$ cat config.mk
export PLATFORM = sky130hd
export DESIGN_NAME = xorshift128_ranged_random_top
export DESIGN_NICKNAME = d
export VERILOG_FILES = /design/src/rtl/core/xsr_pkg.sv /design/src/rtl/core/xsr_divider.sv /design/src/rtl/core/xorshift128_ranged_random_top.sv
export VERILOG_INCLUDE_DIRS = /design/src /design/src/rtl/core
export SDC_FILE = /design/constraint.sdc
export NUM_CORES = 1
export LEC_CHECK = 0
export BUFFER_PORTS_ARGS = -buffer_cell sky130_fd_sc_hd__buf_2
export CORE_MARGIN = 3
export CORE_UTILIZATION = 56
export CTS_CLUSTER_SIZE = 14
export DETAILED_ROUTE_END_ITERATION = 16
export GPL_TIMING_DRIVEN = 0
export HOLD_SLACK_MARGIN = 0.06
export PLACE_DENSITY = 0.76
export SLEW_MARGIN = 20
export SYNTH_ARGS = -nofsm -noshare
export SYNTH_HDL_FRONTEND = slang
export SYNTH_HIERARCHICAL = 1
export SYNTH_SLANG_ARGS = --single-unit
$ cat constraint.sdc
create_clock -name clock -period 8.1 [get_ports clock]
set_clock_uncertainty 0.05 [all_clocks]
set_input_delay 1.62 -clock clock [delete_from_list [all_inputs] [get_ports clock]]
set_output_delay 1.62 -clock clock [all_outputs]
set_load 0.005 [all_outputs]
$ cat src/rtl/core/xorshift128_ranged_random_top_defines.svh
// ----------------------------------------------------------------------------
// xorshift128_ranged_random_top_defines.svh
// Assertion macros for the ranged xorshift128 block. Empty in synthesis.
// ----------------------------------------------------------------------------
`ifndef XORSHIFT128_RANGED_RANDOM_TOP_DEFINES_SVH
`define XORSHIFT128_RANGED_RANDOM_TOP_DEFINES_SVH

`ifndef SYNTHESIS
// Same-cycle implication, sampled on the rising clock edge outside reset
`define XSR_ASSERT_IMPLY(lbl, ante, cons, msg) \
   lbl: assert property (@(posedge clock) disable iff (reset) (ante) |-> (cons)) \
      else $error(msg);
// Next-cycle implication
`define XSR_ASSERT_NEXT(lbl, ante, cons, msg) \
   lbl: assert property (@(posedge clock) disable iff (reset) (ante) |=> (cons)) \
      else $error(msg);
`else
`define XSR_ASSERT_IMPLY(lbl, ante, cons, msg)
`define XSR_ASSERT_NEXT(lbl, ante, cons, msg)
`endif

`endif

$ cat src/rtl/core/xsr_pkg.sv
// ----------------------------------------------------------------------------
// xsr_pkg
// Types and constants shared by the ranged xorshift128 generator.
// ----------------------------------------------------------------------------
`timescale 1ns / 1ps
`default_nettype none

package xsr_pkg;

   localparam int unsigned WORD_W = 32;
   localparam int unsigned DIV_STEPS = WORD_W;
   localparam int unsigned DIV_CNT_W = $clog2(DIV_STEPS);

   localparam logic [WORD_W-1:0] SEED_X = 32'd123456789;
   localparam logic [WORD_W-1:0] SEED_Y = 32'd362436069;
   localparam logic [WORD_W-1:0] SEED_Z = 32'd521288629;
   localparam logic [WORD_W-1:0] SEED_W = 32'd88675123;

   localparam int unsigned SHIFT_A = 11;
   localparam int unsigned SHIFT_B = 19;
   localparam int unsigned SHIFT_C = 8;

   localparam logic [1:0] MODE_RAW   = 2'd0;
   localparam logic [1:0] MODE_MOD   = 2'd1;
   localparam logic [1:0] MODE_RANGE = 2'd2;

   typedef struct packed {
      logic [1:0]               mode;
      logic [WORD_W-1:0]        upper;
      logic signed [WORD_W-1:0] lower;
   } xsr_req_type;

   typedef struct packed {
      logic [WORD_W-1:0] value;
      logic              zero_bound;
   } xsr_rsp_type;

   typedef struct packed {
      logic busy;
      logic done;
   } xsr_div_stat_type;

endpackage

`default_nettype wire

$ cat src/rtl/core/xsr_divider.sv
// ----------------------------------------------------------------------------
// xsr_divider
// Restoring divider, one quotient bit per cycle; returns the remainder only.
// ----------------------------------------------------------------------------
`timescale 1ns / 1ps
`default_nettype none

module xsr_divider
   import xsr_pkg::*;
(
   input  wire logic              clock,
   input  wire logic              reset,
   input  wire logic              start,
   input  wire logic [WORD_W-1:0] dividend,
   input  wire logic [WORD_W-1:0] divisor,
   output xsr_div_stat_type       stat,
   output logic [WORD_W-1:0]      remainder
);

   logic [WORD_W-1:0]    rem_ff, rem_in;
   logic [WORD_W-1:0]    dvd_ff;
   logic [WORD_W-1:0]    dsr_ff;
   logic [DIV_CNT_W-1:0] cnt_ff;
   logic                 busy_ff;
   logic                 done_ff;
   logic [WORD_W:0]      shifted;
   logic [WORD_W:0]      trial;

   // shift in the next dividend bit and subtract when it fits
   always_comb begin
      shifted = {rem_ff, dvd_ff[WORD_W-1]};
      trial   = shifted - {1'b0, dsr_ff};
      if (shifted >= {1'b0, dsr_ff}) begin
         rem_in = trial[WORD_W-1:0];
      end else begin
         rem_in = shifted[WORD_W-1:0];
      end
   end

   always_ff @(posedge clock) begin
      if (reset) begin
         busy_ff <= 1'b0;
         done_ff <= 1'b0;
         cnt_ff  <= '0;
      end else begin
         done_ff <= 1'b0;
         if (start) begin
            busy_ff <= 1'b1;
            cnt_ff  <= '0;
            rem_ff  <= '0;
            dvd_ff  <= dividend;
            dsr_ff  <= divisor;
         end else if (busy_ff) begin
            rem_ff <= rem_in;
            dvd_ff <= {dvd_ff[WORD_W-2:0], 1'b0};
            cnt_ff <= cnt_ff + 1'b1;
            if (cnt_ff == DIV_CNT_W'(DIV_STEPS - 1)) begin
               busy_ff <= 1'b0;
               done_ff <= 1'b1;
            end
         end
      end
   end

   assign stat.busy = busy_ff;
   assign stat.done = done_ff;
   assign remainder = rem_ff;

endmodule

`default_nettype wire

$ cat src/rtl/core/xorshift128_ranged_random_top.sv
// ----------------------------------------------------------------------------
// xorshift128_ranged_random_top
// xorshift128 generator with raw, modulo-bound and signed-range results.
// ----------------------------------------------------------------------------
//  channel | ports                              | carries
//  --------+------------------------------------+------------------------------
//  request | req_valid, req_ready, req_payload  | mode, upper, lower
//  result  | rsp_valid, rsp_ready, rsp_payload  | value, zero_bound
//
//  The generator advances at the edge that accepts a request.
//  Raw word or zero bound: the result goes through the setup and finish states
//  and is registered on leaving finish. Modulo or range: the shared restoring
//  divider works one bit at a time in the divide state, before finish.
//  req_ready is high only in the idle state; a waiting result holds the
//  finish state until rsp_ready. Synchronous reset reloads the seeds.
// ----------------------------------------------------------------------------
`timescale 1ns / 1ps
`default_nettype none
`include "xorshift128_ranged_random_top_defines.svh"

module xorshift128_ranged_random_top
   import xsr_pkg::*;
(
   input  wire logic         clock,
   input  wire logic         reset,
   input  wire logic         req_valid,
   output logic              req_ready,
   input  wire xsr_req_type  req_payload,
   output logic              rsp_valid,
   input  wire logic         rsp_ready,
   output xsr_rsp_type       rsp_payload
);

   typedef enum logic [1:0] {
      ST_IDLE,
      ST_SETUP,
      ST_DIVIDE,
      ST_FINISH
   } state_type;

   state_type         state_ff;
   logic [WORD_W-1:0] word_x_ff, word_y_ff, word_z_ff, word_w_ff;
   logic [WORD_W-1:0] t_word, word_w_in;
   logic [WORD_W-1:0] divisor_in;
   logic              ranged_in;
   logic [WORD_W-1:0] raw_ff;
   logic [WORD_W-1:0] divisor_ff;
   logic [WORD_W-1:0] offset_ff;
   logic              ranged_ff;
   logic [WORD_W-1:0] value_ff;
   logic              flag_ff;
   logic              rsp_valid_ff;
   xsr_rsp_type       rsp_ff;
   logic              accept;
   logic              div_start;
   xsr_div_stat_type  div_stat;
   logic [WORD_W-1:0] div_rem;

   assign accept = req_valid && req_ready;

   // one generator step
   always_comb begin
      t_word    = word_x_ff ^ (word_x_ff << SHIFT_A);
      word_w_in = word_w_ff ^ (word_w_ff >> SHIFT_B) ^ t_word ^ (t_word >> SHIFT_C);
   end

   always_comb begin
      ranged_in  = 1'b0;
      divisor_in = req_payload.upper;
      unique case (req_payload.mode)
         MODE_MOD: begin
            ranged_in = 1'b1;
         end
         MODE_RANGE: begin
            ranged_in  = 1'b1;
            divisor_in = req_payload.upper - $unsigned(req_payload.lower) + 1'b1;
         end
         default: begin
            ranged_in = 1'b0;
         end
      endcase
   end

   assign div_start = (state_ff == ST_SETUP) && ranged_ff && (divisor_ff != '0);

   xsr_divider u_divider (
      .clock     (clock),
      .reset     (reset),
      .start     (div_start),
      .dividend  (raw_ff),
      .divisor   (divisor_ff),
      .stat      (div_stat),
      .remainder (div_rem)
   );

   always_ff @(posedge clock) begin
      if (reset) begin
         state_ff     <= ST_IDLE;
         rsp_valid_ff <= 1'b0;
         word_x_ff    <= SEED_X;
         word_y_ff    <= SEED_Y;
         word_z_ff    <= SEED_Z;
         word_w_ff    <= SEED_W;
      end else begin
         // the finish state reloads the result register itself
         if (rsp_valid_ff && rsp_ready && (state_ff != ST_FINISH)) begin
            rsp_valid_ff <= 1'b0;
         end
         unique case (state_ff)
            ST_IDLE: begin
               if (accept) begin
                  word_x_ff  <= word_y_ff;
                  word_y_ff  <= word_z_ff;
                  word_z_ff  <= word_w_ff;
                  word_w_ff  <= word_w_in;
                  raw_ff     <= word_w_in;
                  divisor_ff <= divisor_in;
                  ranged_ff  <= ranged_in;
                  offset_ff  <= (req_payload.mode == MODE_RANGE) ?
                                $unsigned(req_payload.lower) : '0;
                  state_ff   <= ST_SETUP;
               end
            end
            ST_SETUP: begin
               if (div_start) begin
                  state_ff <= ST_DIVIDE;
               end else begin
                  // raw word, or a zero bound passed through with the flag
                  value_ff <= raw_ff;
                  flag_ff  <= ranged_ff;
                  state_ff <= ST_FINISH;
               end
            end
            ST_DIVIDE: begin
               if (div_stat.done) begin
                  value_ff <= div_rem + offset_ff;
                  flag_ff  <= 1'b0;
                  state_ff <= ST_FINISH;
               end
            end
            ST_FINISH: begin
               // hold until the result register is free
               if (!rsp_valid_ff || rsp_ready) begin
                  rsp_ff.value      <= value_ff;
                  rsp_ff.zero_bound <= flag_ff;
                  rsp_valid_ff      <= 1'b1;
                  state_ff          <= ST_IDLE;
               end
            end
            default: begin
               state_ff <= ST_IDLE;
            end
         endcase
      end
   end

   assign req_ready   = (state_ff == ST_IDLE);
   assign rsp_valid   = rsp_valid_ff;
   assign rsp_payload = rsp_ff;

   `XSR_ASSERT_NEXT(a_busy_after_accept, accept, !req_ready, "ready high after accept")
   `XSR_ASSERT_IMPLY(a_div_in_divide, div_stat.busy || div_stat.done, state_ff == ST_DIVIDE, "divider active outside divide state")
   `XSR_ASSERT_IMPLY(a_rsp_from_finish, $rose(rsp_valid_ff), $past(state_ff == ST_FINISH), "result raised outside finish")
   `XSR_ASSERT_NEXT(a_start_busy, div_start, div_stat.busy, "divider not busy after start")

endmodule

`default_nettype wire
Word level (Yosys, flattened, before mapping)

Cells that the tools add are included.

Output and inout port bits: 35
Input bits: 70
Bits in registers: 397
Word-level logic and storage cells: 88

Multiplexer cells: 24
Add/subtract/negate cells: 5
Order comparisons: 1
Reduce and logical (&&, ||, !) cells: 21
Equal/unequal tests: 11
Bitwise logic cells: 6

Operators with widths:

| cell                    | count |
|---|---|
| $mux W32                | 7 |
| $pmux W32 S2            | 1 |
| $sub A32 B32 Y32        | 2 |
| $xor A32 B32 Y32        | 2 |
| $ge A33 B32 Y1          | 1 |
| $add A32 B1 Y32 const B | 1 |
| $add A32 B32 Y32        | 1 |
| $reduce_bool A32 Y1     | 1 |
| $xor A32 B13 Y32        | 1 |
| $xor A32 B24 Y32        | 1 |
| $mux W1                 | 11 |
| $reduce_and A3 Y1       | 3 |
| $pmux W2 S4             | 1 |
| $eq A2 B2 Y1 const B    | 3 |
| $mux W2                 | 3 |
| $ne A2 B2 Y1 const B    | 3 |
| $reduce_and A2 Y1       | 3 |
| $add A5 B1 Y5 const B   | 1 |
| $eq A5 B5 Y1 const B    | 1 |
| $logic_and A1 B1 Y1     | 5 |
| $eq A2 B1 Y1 const B    | 2 |
| $ne A2 B1 Y1 const B    | 2 |
| $reduce_and A4 Y1       | 1 |
| $reduce_bool A2 Y1      | 2 |
| 7 further kinds         | 9 |

Logic depth before layout (Yosys ltp)

Depth after elaboration: 5
Depth in mapped cells: 14
Mapped depth without buffers: 13

Cells and area by module

Netlist, hierarchy kept.

By module, submodules not included:

| module                        | instances | seq. area each (um2) | area each (um2) | cells an instance |
|---|---|---|---|---|
| xorshift128_ranged_random_top | 1         | 7,517.2              | 15,416.0        | 1,552 |
| xsr_divider                   | 1         | 3,022.9              | 5,939.4         | 549 |

Worst setup path before layout

OpenSTA, ideal clock, no wires.

Path type: input to register
Start: in reset
End: reg flag_ff (enable)
Path buffers: 2
Data required time: 7,448 ps
Cell stages on the path: 3
Slack: 186 ps
Data arrival time: 7,262 ps
Setup time: 602 ps
Path through: clkbuf_1 > clkbuf_1 > a2111oi_0

Cells in the longest elaborated chain, start to end: 2

RTL lines:

| element                            | line                                 | text |
|---|---|---|
| start, declared                    | xorshift128_ranged_random_top.sv:25  | `input wire logic reset,` |
| $not A1 Y1 (no source line)        | --                                   |  |
| $reduce_and A4 Y1 (no source line) | --                                   |  |
| end signal, assigned               | xorshift128_ranged_random_top.sv:130 | `flag_ff <= ranged_ff;` |
| end, declared                      | xorshift128_ranged_random_top.sv:51  | `logic flag_ff;` |

No other way between the ends.
A chain may end at the register's enable or synchronous reset.

Final worst setup path

Start: in req_payload[33] (netlist name)
End: reg divisor_ff[29], data pin

Cells in the longest elaborated chain, start to end: 3

RTL lines:

| element              | line                                 | text |
|---|---|---|
| start, declared      | xorshift128_ranged_random_top.sv:28  | `input wire xsr_req_type req_payload,` |
| $sub A32 B32 Y32     | xorshift128_ranged_random_top.sv:76  | `divisor_in = req_payload.upper - $unsigned(req_payload.lower) + 1'b1;` |
| $add A32 B1 Y32      | xorshift128_ranged_random_top.sv:76  |  |
| $mux W32             | xorshift128_ranged_random_top.sv:70  | `unique case (req_payload.mode)` |
| net divisor_in[29]   | xorshift128_ranged_random_top.sv:44  | `logic [WORD_W-1:0] divisor_in;` |
| end signal, assigned | xorshift128_ranged_random_top.sv:117 | `divisor_ff <= divisor_in;` |
| end, declared        | xorshift128_ranged_random_top.sv:47  | `logic [WORD_W-1:0] divisor_ff;` |

The timed path passes the listed nets, and every way through them passes these cells.

==> impl_results.md <==
* Share of the clock period used by the worst path after layout at 53.9%
* Via Count at 16.5k
* CTS H-Tree Depth at 2
* Die area at 40500 um2
* Critical path buffer and inverter count at 4
* Number of fillers in the final layout at 2940
* Placed inst area at 22700 um2
* Combined area of all synthesized cells at 21300 um2
* Total half-perimeter wirelength after legalization and detailed placement at 43.7 mm
* Gp weighted congestion at 0.963
* Source-to-sink clock delay at the later pin of the worst-skew pair at 550 ps
* Row Count at 70
* Status: completed
* Proportion of layout cells with a drive suffix above 1 at 13.4%
* Class of the most critical hold timing path: flop to flop
* Setup Viol. Count Final at 0
* Final count of hold timing violations at 0
* Maximum single-stage delay on the critical path at 410 ps
* Gate count after technology mapping at 2100
* I/O pin count at 105
* PnR Total Power at 8.05 mW
* CP max stage cell: fa_1
* Via-per-instance ratio at 5.91
* Multi-input gate area at 10000 um2
* Synthesized area per cell at 10.2 um2
* Count of cells resized by post-cts repair at 0
* Remaining number of nets flagged by the antenna check after routing at 0
* Final cell area excluding filler cells at 24100 um2
* Global router's overall resource usage at 27.1%
* Pre-antenna DRT Iters at 5
* CTS tree: built
* Warnings from Yosys at 6
* Number of global-route vias before repair at 15.6k
* Die boundary width at 201 um
* Port Buffer Count at 104
* Crit path kind: primary input to flop
* Upper clock frequency limit at 229 MHz
* Root cell of the clock tree: clkbuf_16
* Post-CTS setup buffer count at 0
* Post-synthesis net count at 2304
* Hold_buf cts at 0
* Element type at the critical path end: flop
* Total leakage power at 9.42 nW
* Number of clock sinks at 397
* RSZ-0062 raised after global routing: false
* Startpoint Class: primary input
* Maximum buffer depth of the clock tree at 3
* Largest net degree at the start of global routing at 31
* Number of buffers created by CTS at 41
* Cell chain of the critical path: buf_2, inv_1, ha_1, inv_1, ha_1, inv_1, fa_1, nand2b_1, a21oi_1, o21ai_0, a21oi_1, o211ai_1, o211ai_1, o211ai_1
* Max cap viols at 0
* Grt ovf at 0
* Peak fanout along the critical path at 5
* Critical path data arrival time at 4590 ps
* Hold WS at 367 ps
* Antenna violations before repair at 0
* Pin slew with the least headroom to its limit at 877 ps
* Remaining design rule violation count at 0
* Area of the placeable core at 37000 um2
* Effective utilization at floorplan at 57.6%
* Cell type group with the largest total delay on the critical path: compound AO/OA/AOI/OAI gates
* First-pass GRT wire length at 86.7 mm
* Period minus WS final at 4370 ps
* Share of the core filled with cells at 65.0%
* Wire per inst at 20.2 um
* Routed wire length at 56.6 mm
* Area added between synthesis and finish at 12.9%
* Pwr per Cell Area at 334 nW/um2
* Required time at the endpoint of the critical path at 8330 ps
* Final-report max-slew violation count at 0
* Starting DRT DRC Count at 1636
* Y dimension of the die at 201 um
* Clock Pin Slew Worst Setup and Hold Paths at 60 ps
* Register Area at 10500 um2
* Relative slew slack at 41.6%
* Layout net count at 2466
* VDD IR max at 0.237 mV
==> where the power goes <==
part | total [mW] | switching [mW] | internal (mW)
clock | 1.90 | 0.770 | 1.13
combinational | 3.02 | 1.86 | 1.16
sequential | 3.13 | 0.334 | 2.80
total | 8.05 | 2.96 | 5.09
==> through the flow <==
step           setup slack [ps]  cells  TNS, ps
6_report                   3730   2798        0
5_1_grt                    3500   2797        0
4_1_cts                    3820   2797        0
3_5_place_dp               3260   2723        0
3_3_place_gp              -2490   2708  -192000
2_1_floorplan               186   2100        0
==> per-layer routing <==
| metal | vias to the layer above | wire (um) | GRT usage [%] | share of wire [%] |
|---|---|---|---|---|
| li1 | 7796 | - | - | - |
| met1 | 7888 | 25500 | 40.2 | 45 |
| met2 | 732 | 24300 | 40.6 | 43 |
| met3 | 115 | 5060 | 4.79 | 8.9 |
| met4 | 0 | 1750 | 8.77 | 3.1 |
| met5 | - | 0 | 0 | 0 |
==> final timing paths <==
kind | startpoint | end | slack [ps] | depth (start not counted)
hold reg to reg | value_ff[30] | rsp_payload[31] | 370 | 0
setup / recovery | req_payload[33] | divisor_ff[29] | 3730 | 14
setup reg to reg | u_divider/remainder[21] | u_divider/remainder[2] | 4050 | 10
hold / removal | value_ff[30] | rsp_payload[31] | 370 | 0
==> sequential cells by signal, indices dropped and copies added, names as in the netlist, 32 cells and up <==
register / count
divisor_ff: 32
offset_ff: 32
raw_ff: 32
rsp_payload: 33
u_divider/dsr_ff: 32
u_divider/dvd_ff: 32
u_divider/remainder: 32
value_ff: 32
word_w_ff: 32
word_x_ff: 32
word_y_ff: 32
word_z_ff: 32
==> layout make-up <==
cell class,count,area share [%]
antenna,1,0.0104
buffer,101,1.70
clock buffer,56,4.78
clock inverter,18,0.909
inverter,107,1.67
multi-input combinational,1495,41.6
sequential,397,43.7
tap,504,2.62
timing repair buffer,119,2.95
==> worst register-to-register path: stages (launching register included) <==
cell      delay [ps]
edfxtp_1         450
ha_1             430
and3_1           230
nand2_1          160
nor4_1           610
a31oi_1          210
a41o_1           350
nand2_1          280
buf_1            530
nor2_1           100
a211oi_1         400
==> cells in the final DEF (no fill, tap or decap), types with 11 or more instances in the layout <==
cell type and n:
clkbuf_16 41, mux2_2 71, or3_1 11, clkbuf_1 87
inv_1 106, nor4_1 12, nor3_1 13, a31oi_1 19
o21bai_1 13, nand3b_1 70, nand4_1 29, nand3_1 19
nor2_1 98, o211ai_1 13, xnor2_1 140, dfxtp_1 138
nand2_1 360, ha_1 131, a21o_1 35, a21oi_1 193
xor2_1 23, edfxtp_1 259, nand2b_1 13, buf_2 116
o21a_1 12, o21ai_0 62
No activity file was read; power rests on OpenSTA's default activity.
